[src/rtl/kld_pkg.sv]
// Shared types and constants for the keyed record list.
// No dependencies; imported by kld_cell and the top level.
package kld_pkg;

	localparam int KEY_W   = 40;
	localparam int ID_W    = 44;
	localparam int GRADE_W = 10;
	localparam int ABS_W   = 8;
	localparam int OUT_W   = 5;

	localparam logic ACT_APPEND = 1'b0;
	localparam logic ACT_DELETE = 1'b1;

	typedef struct packed {
		logic [KEY_W-1:0]   key;
		logic [ID_W-1:0]    id;
		logic [GRADE_W-1:0] grade;
		logic [ABS_W-1:0]   absences;
	} rec_t;

	// one command word broadcast to every cell
	typedef struct packed {
		logic load;
		logic mark;
		logic step;
	} cell_ctl_t;

	typedef enum logic [1:0] {
		ST_IDLE,
		ST_COMPACT,
		ST_DONE
	} st_t;

endpackage

[src/rtl/kld_cell.sv]
// One slot of the record chain: holds a record and an occupied flag.
// Uses kld_pkg. Compaction moves records one slot down per step.
module kld_cell #(
	parameter int CNT_W = 5,
	parameter int IDX   = 0
) (
	input  logic              clk,
	input  logic              arst_n,
	input  kld_pkg::cell_ctl_t ctl,
	input  kld_pkg::rec_t     in_rec,
	input  logic [CNT_W-1:0]  cnt,
	input  kld_pkg::rec_t     up_rec,
	input  logic              up_occ,
	input  logic              down_occ,
	output kld_pkg::rec_t     rec,
	output logic              occ,
	output logic              hit
);
	import kld_pkg::*;

	localparam logic [CNT_W-1:0] MY_IDX = CNT_W'(IDX);

	rec_t rec_q;
	logic occ_q;
	logic held;

	assign held = MY_IDX < cnt;
	assign hit  = held && (rec_q.key == in_rec.key);
	assign rec  = rec_q;
	assign occ  = occ_q;

	always_ff @(posedge clk) begin
		if (ctl.load && (cnt == MY_IDX)) begin
			rec_q <= in_rec;
		end else if (ctl.step && !occ_q) begin
			rec_q <= up_rec;
		end
	end

	// an empty slot pulls from above; a full slot over an empty one gives its record away
	always_ff @(posedge clk or negedge arst_n) begin
		if (!arst_n) begin
			occ_q <= 1'b0;
		end else if (ctl.mark) begin
			occ_q <= held && !hit;
		end else if (ctl.step) begin
			if (!occ_q) begin
				occ_q <= up_occ;
			end else if (!down_occ) begin
				occ_q <= 1'b0;
			end
		end
	end

endmodule

[src/rtl/keyed_list_append_delete_top.sv]
// Keyed record list: a chain of CAPACITY cells, each holding one record.
// An append word: the cell at the current count loads the record.
// A delete word: all cells compare the key at accept, then CAPACITY compaction
// steps slide survivors down one slot per step while a shifted hit vector counts
// removals, then the result is loaded once the result slot is free. The number
// of compaction steps is set by the chain length. Uses kld_pkg and kld_cell.
module keyed_list_append_delete_top #(
	parameter int CAPACITY  = 16,
	parameter int KEY_CHARS = 5
) (
	input  logic                       clk,
	input  logic                       arst_n,
	input  logic                       in_valid,
	output logic                       in_ready,
	input  logic                       action,
	input  logic [kld_pkg::KEY_W-1:0]  course_key,
	input  logic [kld_pkg::ID_W-1:0]   student_id,
	input  logic [kld_pkg::GRADE_W-1:0] grade,
	input  logic [kld_pkg::ABS_W-1:0]  absences,
	output logic                       out_valid,
	input  logic                       out_ready,
	output logic                       success,
	output logic                       full_refused,
	output logic [kld_pkg::OUT_W-1:0]  entry_count
);
	import kld_pkg::*;

	localparam int CNT_W    = $clog2(CAPACITY + 1);
	localparam int STEP_W   = (CAPACITY > 1) ? $clog2(CAPACITY) : 1;
	localparam int KEY_BITS = (KEY_CHARS * 8 > KEY_W) ? KEY_W : KEY_CHARS * 8;
	localparam logic [KEY_W-1:0]  KEY_MASK  = {KEY_W{1'b1}} >> (KEY_W - KEY_BITS);
	localparam logic [STEP_W-1:0] LAST_STEP = STEP_W'(CAPACITY - 1);
	localparam logic [CNT_W-1:0]  FULL_CNT  = CNT_W'(CAPACITY);

	st_t st_q, st_d;
	cell_ctl_t ctl;
	rec_t in_rec;
	rec_t rec_w [CAPACITY];
	logic [CAPACITY-1:0] occ_w;
	logic [CAPACITY-1:0] hit_w;
	logic [CAPACITY-1:0] hit_q;
	logic [CNT_W-1:0] cnt_q, surv_q;
	logic [STEP_W-1:0] step_q;
	logic [CNT_W+OUT_W-1:0] cnt_ext;
	logic ok_q, out_valid_q, success_q, refused_q;
	logic out_free, full, append_fire, done_load;

	assign in_rec.key      = course_key & KEY_MASK;
	assign in_rec.id       = student_id;
	assign in_rec.grade    = grade;
	assign in_rec.absences = absences;

	assign out_free = !out_valid_q || out_ready;
	assign full     = cnt_q == FULL_CNT;

	for (genvar i = 0; i < CAPACITY; i++) begin : g_cell
		rec_t up_rec;
		logic up_occ;
		logic down_occ;

		if (i == CAPACITY - 1) begin : g_top
			assign up_rec = rec_w[i];
			assign up_occ = 1'b0;
		end else begin : g_mid
			assign up_rec = rec_w[i+1];
			assign up_occ = occ_w[i+1];
		end

		if (i == 0) begin : g_head
			assign down_occ = 1'b1;
		end else begin : g_body
			assign down_occ = occ_w[i-1];
		end

		kld_cell #(
			.CNT_W(CNT_W),
			.IDX  (i)
		) u_cell (
			.clk     (clk),
			.arst_n  (arst_n),
			.ctl     (ctl),
			.in_rec  (in_rec),
			.cnt     (cnt_q),
			.up_rec  (up_rec),
			.up_occ  (up_occ),
			.down_occ(down_occ),
			.rec     (rec_w[i]),
			.occ     (occ_w[i]),
			.hit     (hit_w[i])
		);
	end

	always_comb begin
		st_d        = st_q;
		ctl         = '0;
		in_ready    = 1'b0;
		append_fire = 1'b0;
		done_load   = 1'b0;
		unique case (st_q)
			ST_IDLE: begin
				in_ready = out_free;
				if (in_valid && out_free) begin
					if (action == ACT_APPEND) begin
						ctl.load    = 1'b1;
						append_fire = 1'b1;
					end else begin
						ctl.mark = 1'b1;
						st_d     = ST_COMPACT;
					end
				end
			end
			ST_COMPACT: begin
				ctl.step = 1'b1;
				if (step_q == LAST_STEP) begin
					st_d = ST_DONE;
				end
			end
			ST_DONE: begin
				if (out_free) begin
					done_load = 1'b1;
					st_d      = ST_IDLE;
				end
			end
			default: st_d = ST_IDLE;
		endcase
	end

	always_ff @(posedge clk or negedge arst_n) begin
		if (!arst_n) begin
			st_q        <= ST_IDLE;
			cnt_q       <= '0;
			surv_q      <= '0;
			step_q      <= '0;
			hit_q       <= '0;
			ok_q        <= 1'b0;
			out_valid_q <= 1'b0;
		end else begin
			st_q <= st_d;
			if (append_fire || done_load) begin
				out_valid_q <= 1'b1;
			end else if (out_ready) begin
				out_valid_q <= 1'b0;
			end
			if (append_fire && !full) begin
				cnt_q <= cnt_q + 1'b1;
			end else if (done_load) begin
				cnt_q <= surv_q;
			end
			if (ctl.mark) begin
				hit_q  <= hit_w;
				surv_q <= cnt_q;
				ok_q   <= 1'b0;
				step_q <= '0;
			end else if (ctl.step) begin
				hit_q  <= hit_q >> 1;
				step_q <= step_q + 1'b1;
				if (hit_q[0]) begin
					surv_q <= surv_q - 1'b1;
					ok_q   <= 1'b1;
				end
			end
		end
	end

	always_ff @(posedge clk) begin
		if (append_fire) begin
			success_q <= !full;
			refused_q <= full;
		end else if (done_load) begin
			success_q <= ok_q;
			refused_q <= 1'b0;
		end
	end

	// count register doubles as the result count: it only moves when a new word is loaded
	assign cnt_ext      = {{OUT_W{1'b0}}, cnt_q};
	assign entry_count  = cnt_ext[OUT_W-1:0];
	assign out_valid    = out_valid_q;
	assign success      = success_q;
	assign full_refused = refused_q;

endmodule

[config.mk]
export PLATFORM = sky130hd
export DESIGN_NAME = keyed_list_append_delete_top
export DESIGN_NICKNAME = d
export VERILOG_FILES = /design/src/rtl/kld_pkg.sv /design/src/rtl/kld_cell.sv /design/src/rtl/keyed_list_append_delete_top.sv
export SDC_FILE = /design/constraint.sdc
export NUM_CORES = 1
export LEC_CHECK = 0
export BUFFER_PORTS_ARGS = -buffer_cell sky130_fd_sc_hd__buf_2
export CAP_MARGIN = 20
export CORE_MARGIN = 8
export CORE_UTILIZATION = 55
export CTS_BUF_LIST = sky130_fd_sc_hd__clkbuf_4
export DETAILED_ROUTE_END_ITERATION = 10
export PLACE_DENSITY = 0.68
export SETUP_SLACK_MARGIN = 0.5
export SLEW_MARGIN = 20
export SYNTH_ARGS = -nofsm -noshare
export SYNTH_HDL_FRONTEND = slang
export SYNTH_SLANG_ARGS = --single-unit
[constraint.sdc]
create_clock -name clk -period 5.15 [get_ports clk]
set_input_delay 0.2575 -clock clk [delete_from_list [all_inputs] [get_ports clk]]
set_output_delay 0.2575 -clock clk [all_outputs]
set_load 0.005 [all_outputs]
# After elaboration in Yosys (flattened, before gate mapping)
# Cells that the tools add are included.
word_totals:
  ff_bits: 1622
  inputBits: 107
  output_inout_bits: 9
  word_cells: 394
op_classes:
  add_sub_neg: 3
  magnitude_cmp: 16
  eq_ne: 39
  muxes: 126
  n_reduce_logical: 124
ops:
  columns: ["cell", "n"]
  rows:
  - ["$mux 102", 30]
  - ["$eq 40x40->1", 16]
  - ["$mux 1", 80]
  - ["$logic_and 1x1->1", 65]
  - ["$eq 5x4->1 const B", 8]
  - ["$lt 4x5->1 const A", 8]
  - ["$reduce_bool 2->1", 20]
  - ["$logic_not 1->1", 33]
  - ["$mux 16", 2]
  - ["$mux 5", 5]
  - ["$eq 5x3->1 const B", 4]
  - ["$lt 3x5->1 const A", 4]
  - ["$mux 2", 6]
  - ["$eq 5x2->1 const B", 2]
  - ["$lt 1x5->1 const A", 2]
  - ["$lt 2x5->1 const A", 2]
  - ["$mux 4", 2]
  - ["$ne 2x2->1 const B", 4]
  - ["$pmux 2 s3", 1]
  - ["$add 5x1->5 const B", 1]
  - ["$eq 5x1->1 const B", 1]
  - ["$eq 5x5->1 const B", 1]
  - ["$logic_not 5->1", 1]
  - ["$sub 5x1->5 const B", 1]
  - ["other kinds (8)", 9]

# Depth between registers and ports, before layout
# Gate-level depths: netlist of run 1.
depth:
  depth_word: 7
  depth_mapped: 9
  depth_no_buf: 7

# Cells and area by module
# Synthesis of run 1 repeated with hierarchy kept, for this count alone.
unflattened:
  cells_unflattened: 4668
  hier_area_um2: 82610.5
modules_own_cells:
  columns: ["module", "instances", "cells_per_inst", "area_each_um2", "seq_area_each_um2"]
  rows:
  - ["kld_cell at g_cell[0].u_cell ...", 2, 281, 5103.6, 3088.0]
  - ["kld_cell at g_cell[2].u_cell", 1, 281, 5187.5, 3088.0]
  - ["kld_cell at g_cell[1].u_cell", 1, 280, 5183.7, 3088.0]
  - ["kld_cell at g_cell[10].u_cell", 1, 282, 5107.4, 3088.0]
  - ["kld_cell at g_cell[14].u_cell", 1, 280, 5102.4, 3088.0]
  - ["kld_cell at g_cell[6].u_cell", 1, 280, 5101.1, 3088.0]
  - ["kld_cell at g_cell[9].u_cell", 1, 281, 5101.1, 3088.0]
  - ["kld_cell at g_cell[5].u_cell", 1, 280, 5099.9, 3088.0]
  - ["kld_cell at g_cell[11].u_cell", 1, 280, 5098.6, 3088.0]
  - ["kld_cell at g_cell[13].u_cell", 1, 282, 5096.1, 3088.0]
  - ["kld_cell at g_cell[7].u_cell", 1, 280, 5092.4, 3088.0]
  - ["kld_cell at g_cell[3].u_cell", 1, 279, 4888.4, 3088.0]
  - ["kld_cell at g_cell[4].u_cell", 1, 281, 4844.6, 3088.0]
  - ["kld_cell at g_cell[8].u_cell", 1, 281, 4840.9, 3088.0]
  - ["+2 rows", null, null, null, null]

# Worst setup path after synthesis of run 1
# Ideal clock, no wire load.
synth_path:
  path_type: "register -> register"
  start: "register st_q[0]"
  end: "register g_cell[5].u_cell.rec_q, in the netlist g_cell[5].u_cell.rec[100], enable pin"
  setup_time_ns: 0.493
  t_arrival_ns: 3.893
  t_required_ns: 4.657
  setup_slack_ns: 0.764
  path_stages_with_launch: 6
  path_buffers: 0
  period_less_slack_ns: 4.386
  cell_sequence: "dfrtp_1 nor2_2 nand4b_4 nor2_4 nand3_4 o21ai_0"
synth_between:
  elab_chain_len: 4
  elab_cells_between_ends: 7
  cone_classes: "eq/ne (1); mux (2); reduce/logical (4)"
synth_rtl:
  columns: ["element", "line", "source"]
  rows:
  - ["from (decl)", "keyed_list_append_delete_top.sv:35", "st_t st_q, st_d;"]
  - ["from (signal assigned)", "keyed_list_append_delete_top.sv:138", "st_q <= st_d;"]
  - ["$eq 2x1->1 / $logic_not 2->1 (equally long branches)", "keyed_list_append_delete_top.sv:99", "unique case (st_q)"]
  - ["$mux 1 / $mux 2 (equally long branches)", "keyed_list_append_delete_top.sv:99", null]
  - ["$logic_and 1x1->1 (on tied branches)", "kld_cell.sv:35, kld_cell.sv:33", null]
  - ["$reduce_bool 2->1 (no source line) (*)", null, null]
  - ["to (signal assigned)", "kld_cell.sv:34", "rec_q <= in_rec;"]
  - ["to (signal assigned)", "kld_cell.sv:36", "rec_q <= up_rec;"]
  - ["to (decl)", "kld_cell.sv:23", "rec_t rec_q;"]
# Mark *: on every way between the ends. The rest lies on a longest branch, timed or not.
# A chain may end at the register's enable or synchronous reset.

# Worst setup path in the final report of run 1
layout_path:
  start: "register cnt_q[1], in the netlist entry_count[1]"
  end: "register g_cell[11].u_cell.rec_q, in the netlist g_cell[11].u_cell.rec[98], data pin"
layout_between:
  elab_chain_len: 3
layout_rtl:
  columns: ["element", "line", "source"]
  rows:
  - ["from (decl)", "keyed_list_append_delete_top.sv:42", "logic [CNT_W-1:0] cnt_q, surv_q;"]
  - ["from (signal assigned)", "keyed_list_append_delete_top.sv:145", "cnt_q <= cnt_q + 1'b1;"]
  - ["from (signal assigned)", "keyed_list_append_delete_top.sv:147", "cnt_q <= surv_q;"]
  - ["$eq 5x4->1", "kld_cell.sv:33", "if (ctl.load && (cnt == MY_IDX)) begin"]
  - ["$logic_and 1x1->1", "kld_cell.sv:33", null]
  - ["$mux 102", "kld_cell.sv:33", null]
  - ["to (signal assigned)", "kld_cell.sv:34", null]
  - ["to (signal assigned)", "kld_cell.sv:36", null]
  - ["to (decl)", "kld_cell.sv:23", null]
# No other way between the ends.

==> flow_summary_export.csv, run 1 <==
group,metric,value,unit
status,status,"finished, final reports clean",
place,numPortBuffers,53,
setup_path,startpoint_type,"register",
sta,fmax,307,MHz
pwr,peakVddDrop,312,µV
cts,clock_latency,1.04,ns
floorplanning,io_pins,116,
setup_path,crit_type,"register to register",
final_layout,multi_input_area,15600,µm²
routing,first_iter_violations,2332,
setup_path,end_kind,"register",
global_route,grt_pass1_wl,155000,µm
routing,wire_per_inst,27.8,µm
routing,wirelength,106000,µm
synthesis,synth_edf_count,642,
sta,finClkSkew,0.0642,ns
global_route,grt_pass1_vias,23602,
synthesis,synth.most_common_cell,"edfxtp_1",
final_layout,fin_nets,2907,
setup_path,crit_chain,"inv_1, nor2_1, nand2_1, nor2_4, buf_16, mux2_2",
floorplanning,die_area,75900,µm²
synthesis,synth.net_count,2779,
place,gp_congestion,0.891,
cts,cts_tree,"built",
pwr,power.density,530,nW/µm²
sta,max_slew.worst_pin.slew,1.12,ns
final_layout,drive_above_1_share,36.7,%
final_layout,num-fill-cells,5202,
synthesis,syn_area,37000,µm²
setup_path,reg2regPathDepth,6,
worst_hold_path,min_path_cells,2,
cts,ctsLongestPathBuffers,3,
sta,slew_viol_final,0,
setup_path,cp_num_cells,6,
final_layout,area_growth,11.0,%
global_route,antenna_found_initial,5,
place,dp_hpwl,73600,µm
worst_hold_path,min_path_type,"primary input to register",
routing,vias_per_cell,6.05,
cts,cts_sinks,692,
routing,drc,0,
cts,cts.clk_slew.worst_paths,0.07,ns
floorplanning,row_count,95,
sta,post-route-min-period,3.26,ns
cts,cts_made_buffers,182,
synthesis,synth_top_area_cell,"edfxtp_1",
sta,rsz0062_at_grt,"false",
setup_path,crit_fanout,21,
setup_path,crit_required,5.91,ns
synthesis,ys.warnings.count,0,
cts,root_buffer,"clkbuf_4",
setup_path,worstPathArrival,4.02,ns
sta,holdWs,0.123,ns
synthesis,yosys.area.top_type_share,52.1,%
final_layout,utilization,61.4,%
cts,cts_resized,0,
synthesis,syn_inst,2667,
synthesis,ys_seq_area_share,55.4,%
setup_path,crit_buf_inv,2,
synthesis,synthDistinctLibCells,54,
pwr,p_leak,13.5,nW
synthesis,synth_commonest_cells,"edfxtp_1 (642), mux2_2 (595), xnor2_1 (449)",
floorplanning,fp.dieW,275,µm
run,cap_violations,0,
setup_path,critical_path.top_delay_family,"simple AND/OR/NAND/NOR gates",
setup_path,cpMaxStageDelayCell,"nor2_4",
synthesis,avgSynthCellArea,13.9,µm²
routing,ant_nets,0,
sta,fin_crit_sh,63.3,%
synthesis,synth_area_leaders,"edfxtp_1 (52%), mux2_2 (18%), xnor2_1 (11%), xor2_1 (4.6%), dfrtp_1 (3.4%)",
final_layout,seqCellArea,20500,µm²
routing,vias,22994,
floorplanning,die_y,275,µm
floorplanning,coreArea,66900,µm²
setup_path,crit_path_max_incr_delay,0.71,ns
sta,setup_violations,0,
floorplanning,initial_core_util,55.3,%
global_route,grt_remaining_overflow,0,
cts,h-tree-depth,4,
synthesis,yosys_register_bits,692,
global_route,grt_max_degree,51,
synthesis,ys_async_sr_fraction,7.23,%
sta,final-hold-violation-count,0,
synthesis,dominantRegCellSynth,"edfxtp_1",
sta,slew_headroom,25.5,%
sta,timing.setup.tns,0,ns
routing,firstDrtPassIters,5,
global_route,grt_usage,27.9,%
-- stage by stage --
stage | worst slack, ns | std cells | instance area (µm²) | power, W
after floorplan | 0.764 | 2667 | 37000 | 0.0146
after global placement | 1.83 | 3433 | 38200 | 0.0168
after detailed placement | 1.92 | 3437 | 38300 | 0.0169
after CTS | 1.93 | 3795 | 41000 | 0.0218
after global routing | 1.71 | 3803 | 41100 | 0.0228
final | 1.89 | 3803 | 41100 | 0.0218
-- cell type report --
| cell class | count | area share (%) |
|---|---|---|
| diodes | 7 | 0.0426 |
| clock buffers | 286 | 5.22 |
| clock inverters | 26 | 0.393 |
| inverters | 7 | 0.0639 |
| multi-input cells | 1721 | 37.9 |
| flip-flops and latches | 692 | 50.0 |
| well taps | 873 | 2.66 |
| repair buffers | 191 | 3.73 |
-- cell families after synthesis --
group / Yosys count / synth area share [%]
flip-flops: 692 / 55.4
XOR/XNOR: 642 / 15.2
multiplexers: 613 / 18.6
AND/OR/NAND/NOR: 331 / 5.23
buffers and inverters: 254 / 3.28
AO/OA/AOI/OAI: 130 / 2.07
adder cells (fa/ha/maj): 5 / 0.169
-- timing repair --
action | CTS | global route
setup buffers | 0 | 0
hold buffers | 46 | 0
hold endpoints to repair | 231 | 0
-- power breakdown --
part	switching, W	internal [W]	total (W)
Clock	0.00229	0.00259	0.00487
Combinational	0.00319	0.00274	0.00593
Sequential	0.00179	0.00918	0.0110
-- worst register-to-register path, delay by kind of cell, from the launching register on --
kind                   cells  cell delay [ns]
DFF                        1             0.60
muxes                      1             0.36
and+or+nand+nor            3             1.58
buffers and inverters      2             0.49
-- cell usage in the layout (no fill, tap or decap), types with 22 or more instances in the layout --
master	count
clkbuf_4	286
buf_2	53
edfxtp_1	642
a21oi_1	35
nand2_1	22
o21ai_0	51
buf_4	85
dlygate4sd3_1	46
nor4_1	78
mux2_2	595
xnor2_1	449
dfrtp_1	50
xor2_1	193
nor2_1	39
nand4_1	133
-- flip-flops by register name, indices dropped and copies added, names as in the netlist, 2 cells and up --
register / cells
entry_count: 5
g_cell.u_cell.occ: 16
g_cell.u_cell.rec: 640
hit_q: 16
st_q: 2
step_q: 4
surv_q: 5
-- worst paths after layout --
path / start / endpoint / slack, ns
max: entry_count[1] / g_cell[11].u_cell.rec[98] / 1.89
min: course_key[27] / g_cell[15].u_cell.rec[89] / 0.12
max reg2reg: entry_count[1] / g_cell[11].u_cell.rec[98] / 1.89
min reg2reg: hit_q[9] / hit_q[9] / 0.49
max in group asynchronous: arst_n / g_cell[2].u_cell.occ / 4.24
min in group asynchronous: arst_n / hit_q[10] / 0.44
-- routing by layer --
layer	part of all wire [%]	wire length (µm)	GRT usage [%]
met1	40	42700	36.3
met2	49	51500	46.0
met3	7.5	7900	5.13
met4	3.4	3590	10.9
met5	0	0	0
Power figures use the tool's default switching activity.
==> inputs of run 2 (changes only) <==
- clock period: 5.15 -> 3.1 ns (I/O delays scaled with it)
==> flow_summary_export.csv, run 2 (same netlist as run 1, synthesis figures left out) <==
group,metric,value,unit
status,status,"finished, final reports clean",
floorplanning,die_y,275,µm
sta,fin_crit_sh,84.4,%
routing,vias_per_cell,5.96,
cts,h-tree-depth,4,
pwr,p_sw_share,33.3,%
final_layout,final_common_cell,"edfxtp_1",
routing,first_iter_violations,2101,
floorplanning,row_count,95,
setup_path,critical_path.top_delay_family,"simple AND/OR/NAND/NOR gates",
place,dpl.cell_count,3489,
setup_path,crit_chain,"nor2_2, nand4b_4, nor2_4, nand3_4, nor3_4, buf_4, mux2_2",
global_route,grt_pass1_wl,155000,µm
setup_path,crit_buf_inv,1,
routing,met2_length,53900,µm
final_layout,area_growth,13.4,%
worst_hold_path,min_path_cells,2,
cts,cts_tree,"built",
sta,holdWs,0.169,ns
global_route,grt_remaining_overflow,0,
sta,finClkSkew,0.0569,ns
floorplanning,coreArea,66900,µm²
global_route,grt_max_degree,42,
setup_path,worstPathArrival,3.36,ns
routing,topRoutingLayerUsed,"met4",
sta,max_slew.worst_pin.slew,1.04,ns
cts,cts.clk_slew.worst_paths,0.06,ns
cts,root_buffer,"clkbuf_4",
final_layout,layout_common_cells,"edfxtp_1 (642), mux2_2 (595), xnor2_1 (449), clkbuf_4 (291), xor2_1 (193)",
setup_path,r2r-end,"g_cell[1].u_cell.rec[83]",
pwr,power.density,879,nW/µm²
final_layout,layout.cells.non_filler,3887,
final_layout,finish.instance_area,42000,µm²
pwr,intPower,0.0246,W
global_route,grt_usage,27.8,%
setup_path,crit_type,"register to register",
pwr,total_power,0.0369,W
place,numPortBuffers,53,
final_layout,num-fill-cells,5128,
place,gp_congestion,0.891,
routing,ant_nets,0,
sta,slew_viol_final,0,
pwr,p_leak,13.9,nW
sta,fmax,382,MHz
setup_path,reg2regPathDepth,7,
setup_path,r2r_slack,0.49,ns
global_route,antenna_found_initial,2,
setup_path,crit_fanout,14,
sta,rsz0062_at_grt,"true",
routing,wl_met1,42300,µm
routing,wire_per_inst,27.1,µm
place,dp_hpwl,73900,µm
routing,met3WireLength,6300,µm
final_layout,fin_nets,2972,
place,dpl_cell_area,38900,µm²
setup_path,startpoint_type,"register",
setup_path,crit_required,3.84,ns
sta,final-hold-violation-count,0,
pwr,peakVddDrop,536,µV
run,cap_violations,0,
cts,clock_latency,1.05,ns
routing,firstDrtPassIters,5,
pwr,power_frac_comb,27.8,%
routing,wirelength,105000,µm
pwr,sequentialPowerShare,49.1,%
sta,post-route-min-period,2.61,ns
floorplanning,io_pins,116,
routing,vias,23153,
pwr,p_switching,0.0123,W
sta,slew_headroom,30.7,%
worst_hold_path,hold_path_end,"g_cell[15].u_cell.rec[75]",
routing,drc,0,
pwr,clockPowerShare,23.1,%
final_layout,largest_reg_flops,640,
floorplanning,die_area,75900,µm²
setup_path,rr_startpoint,"st_q[0]",
sta,setup_violations,0,
cts,cts_sinks,692,
worst_hold_path,hp-start,"course_key[13]",
floorplanning,initial_core_util,55.3,%
final_layout,drive_above_1_share,38.1,%
setup_path,cpMaxStageDelayCell,"dfrtp_1",
cts,cts_made_buffers,187,
sta,timing.setup.tns,0,ns
worst_hold_path,min_path_type,"primary input to register",
global_route,grt_pass1_vias,23871,
setup_path,end_kind,"register",
cts,ctsLongestPathBuffers,3,
floorplanning,fp.dieW,275,µm
setup_path,crit_path_max_incr_delay,0.43,ns
## run 2: changes by cell type in the layout (fill, tap and decap cells not counted), sizes merged
cell         previous run  this run
o21bai                  4         5
inv                     9        13
dlygate4sd3            46        48
diode                   7         6
bufinv                  2         4
buf                   145       202
clkinv                 19        33
clkbuf                286       291
## run 2: worst max path at each step
stage | from | endpoint | slack, ns | cells after the start
finish | st_q[0] | g_cell[1].u_cell.rec[83] | 0.49 | 7
CTS | st_q[0] | g_cell[2].u_cell.rec[74] | 0.46 | 8
detailed placement | course_key[36] | hit_q[14] | 0.34 | 8
floorplan | st_q[0] | g_cell[13].u_cell.rec[100] | -0.33 | 5
global route | st_q[0] | g_cell[1].u_cell.rec[83] | 0.41 | 7
global placement | course_key[36] | hit_q[14] | 0.34 | 8
## run 2: per-layer routing
layer	vias up	GRT usage [%]
li1	10298	-
met2	840	48.5
met5	-	0
met4	0	8.92
met1	11829	34.9
met3	186	4.90
## run 2: per-stage QoR
| stage | utilization, % | setup WS [ns] |
|---|---|---|
| 2_1_floorplan | - | -0.328 |
| 3_3_place_gp | 58.2 | 0.335 |
| 3_5_place_dp | 58.2 | 0.339 |
| 4_1_cts | 62.6 | 0.457 |
| 5_1_grt | 62.7 | 0.406 |
| 6_report | 62.7 | 0.485 |
## run 2: area by class of cell
type / count / area (µm²) / area share, %
tap: 873 / 1090 / 2.60
clock inverter: 46 / 290 / 0.691
multi-input combinational: 1722 / 15600 / 37.2
antenna: 6 / 15.0 / 0.0358
clock buffer: 291 / 2180 / 5.20
timing repair buffer: 250 / 2240 / 5.34
sequential: 692 / 20500 / 48.9
inverter: 7 / 26.3 / 0.0626
## run 2: power groups by stage
| stage | clock, W | combinational (W) | sequential [W] |
|---|---|---|---|
| 2_1_floorplan | 0 | 0.00730 | 0.0170 |
| 3_3_place_gp | 0 | 0.00990 | 0.0182 |
| 3_5_place_dp | 0 | 0.0101 | 0.0183 |
| 4_1_cts | 0.00866 | 0.0102 | 0.0181 |
| 5_1_grt | 0.00911 | 0.0111 | 0.0184 |
| 6_report | 0.00852 | 0.0103 | 0.0181 |
## run 2: what timing repair did
| item | CTS | global route |
|---|---|---|
| gates cloned | 0 | 1 |
| pin swaps | 0 | 2 |
| hold buffers | 48 | 0 |
| gates resized for setup | 4 | 2 |
| endpoints found under the setup margin | 122 | 85 |
| endpoints found under the hold margin | 425 | 0 |
| setup buffers | 0 | 6 |
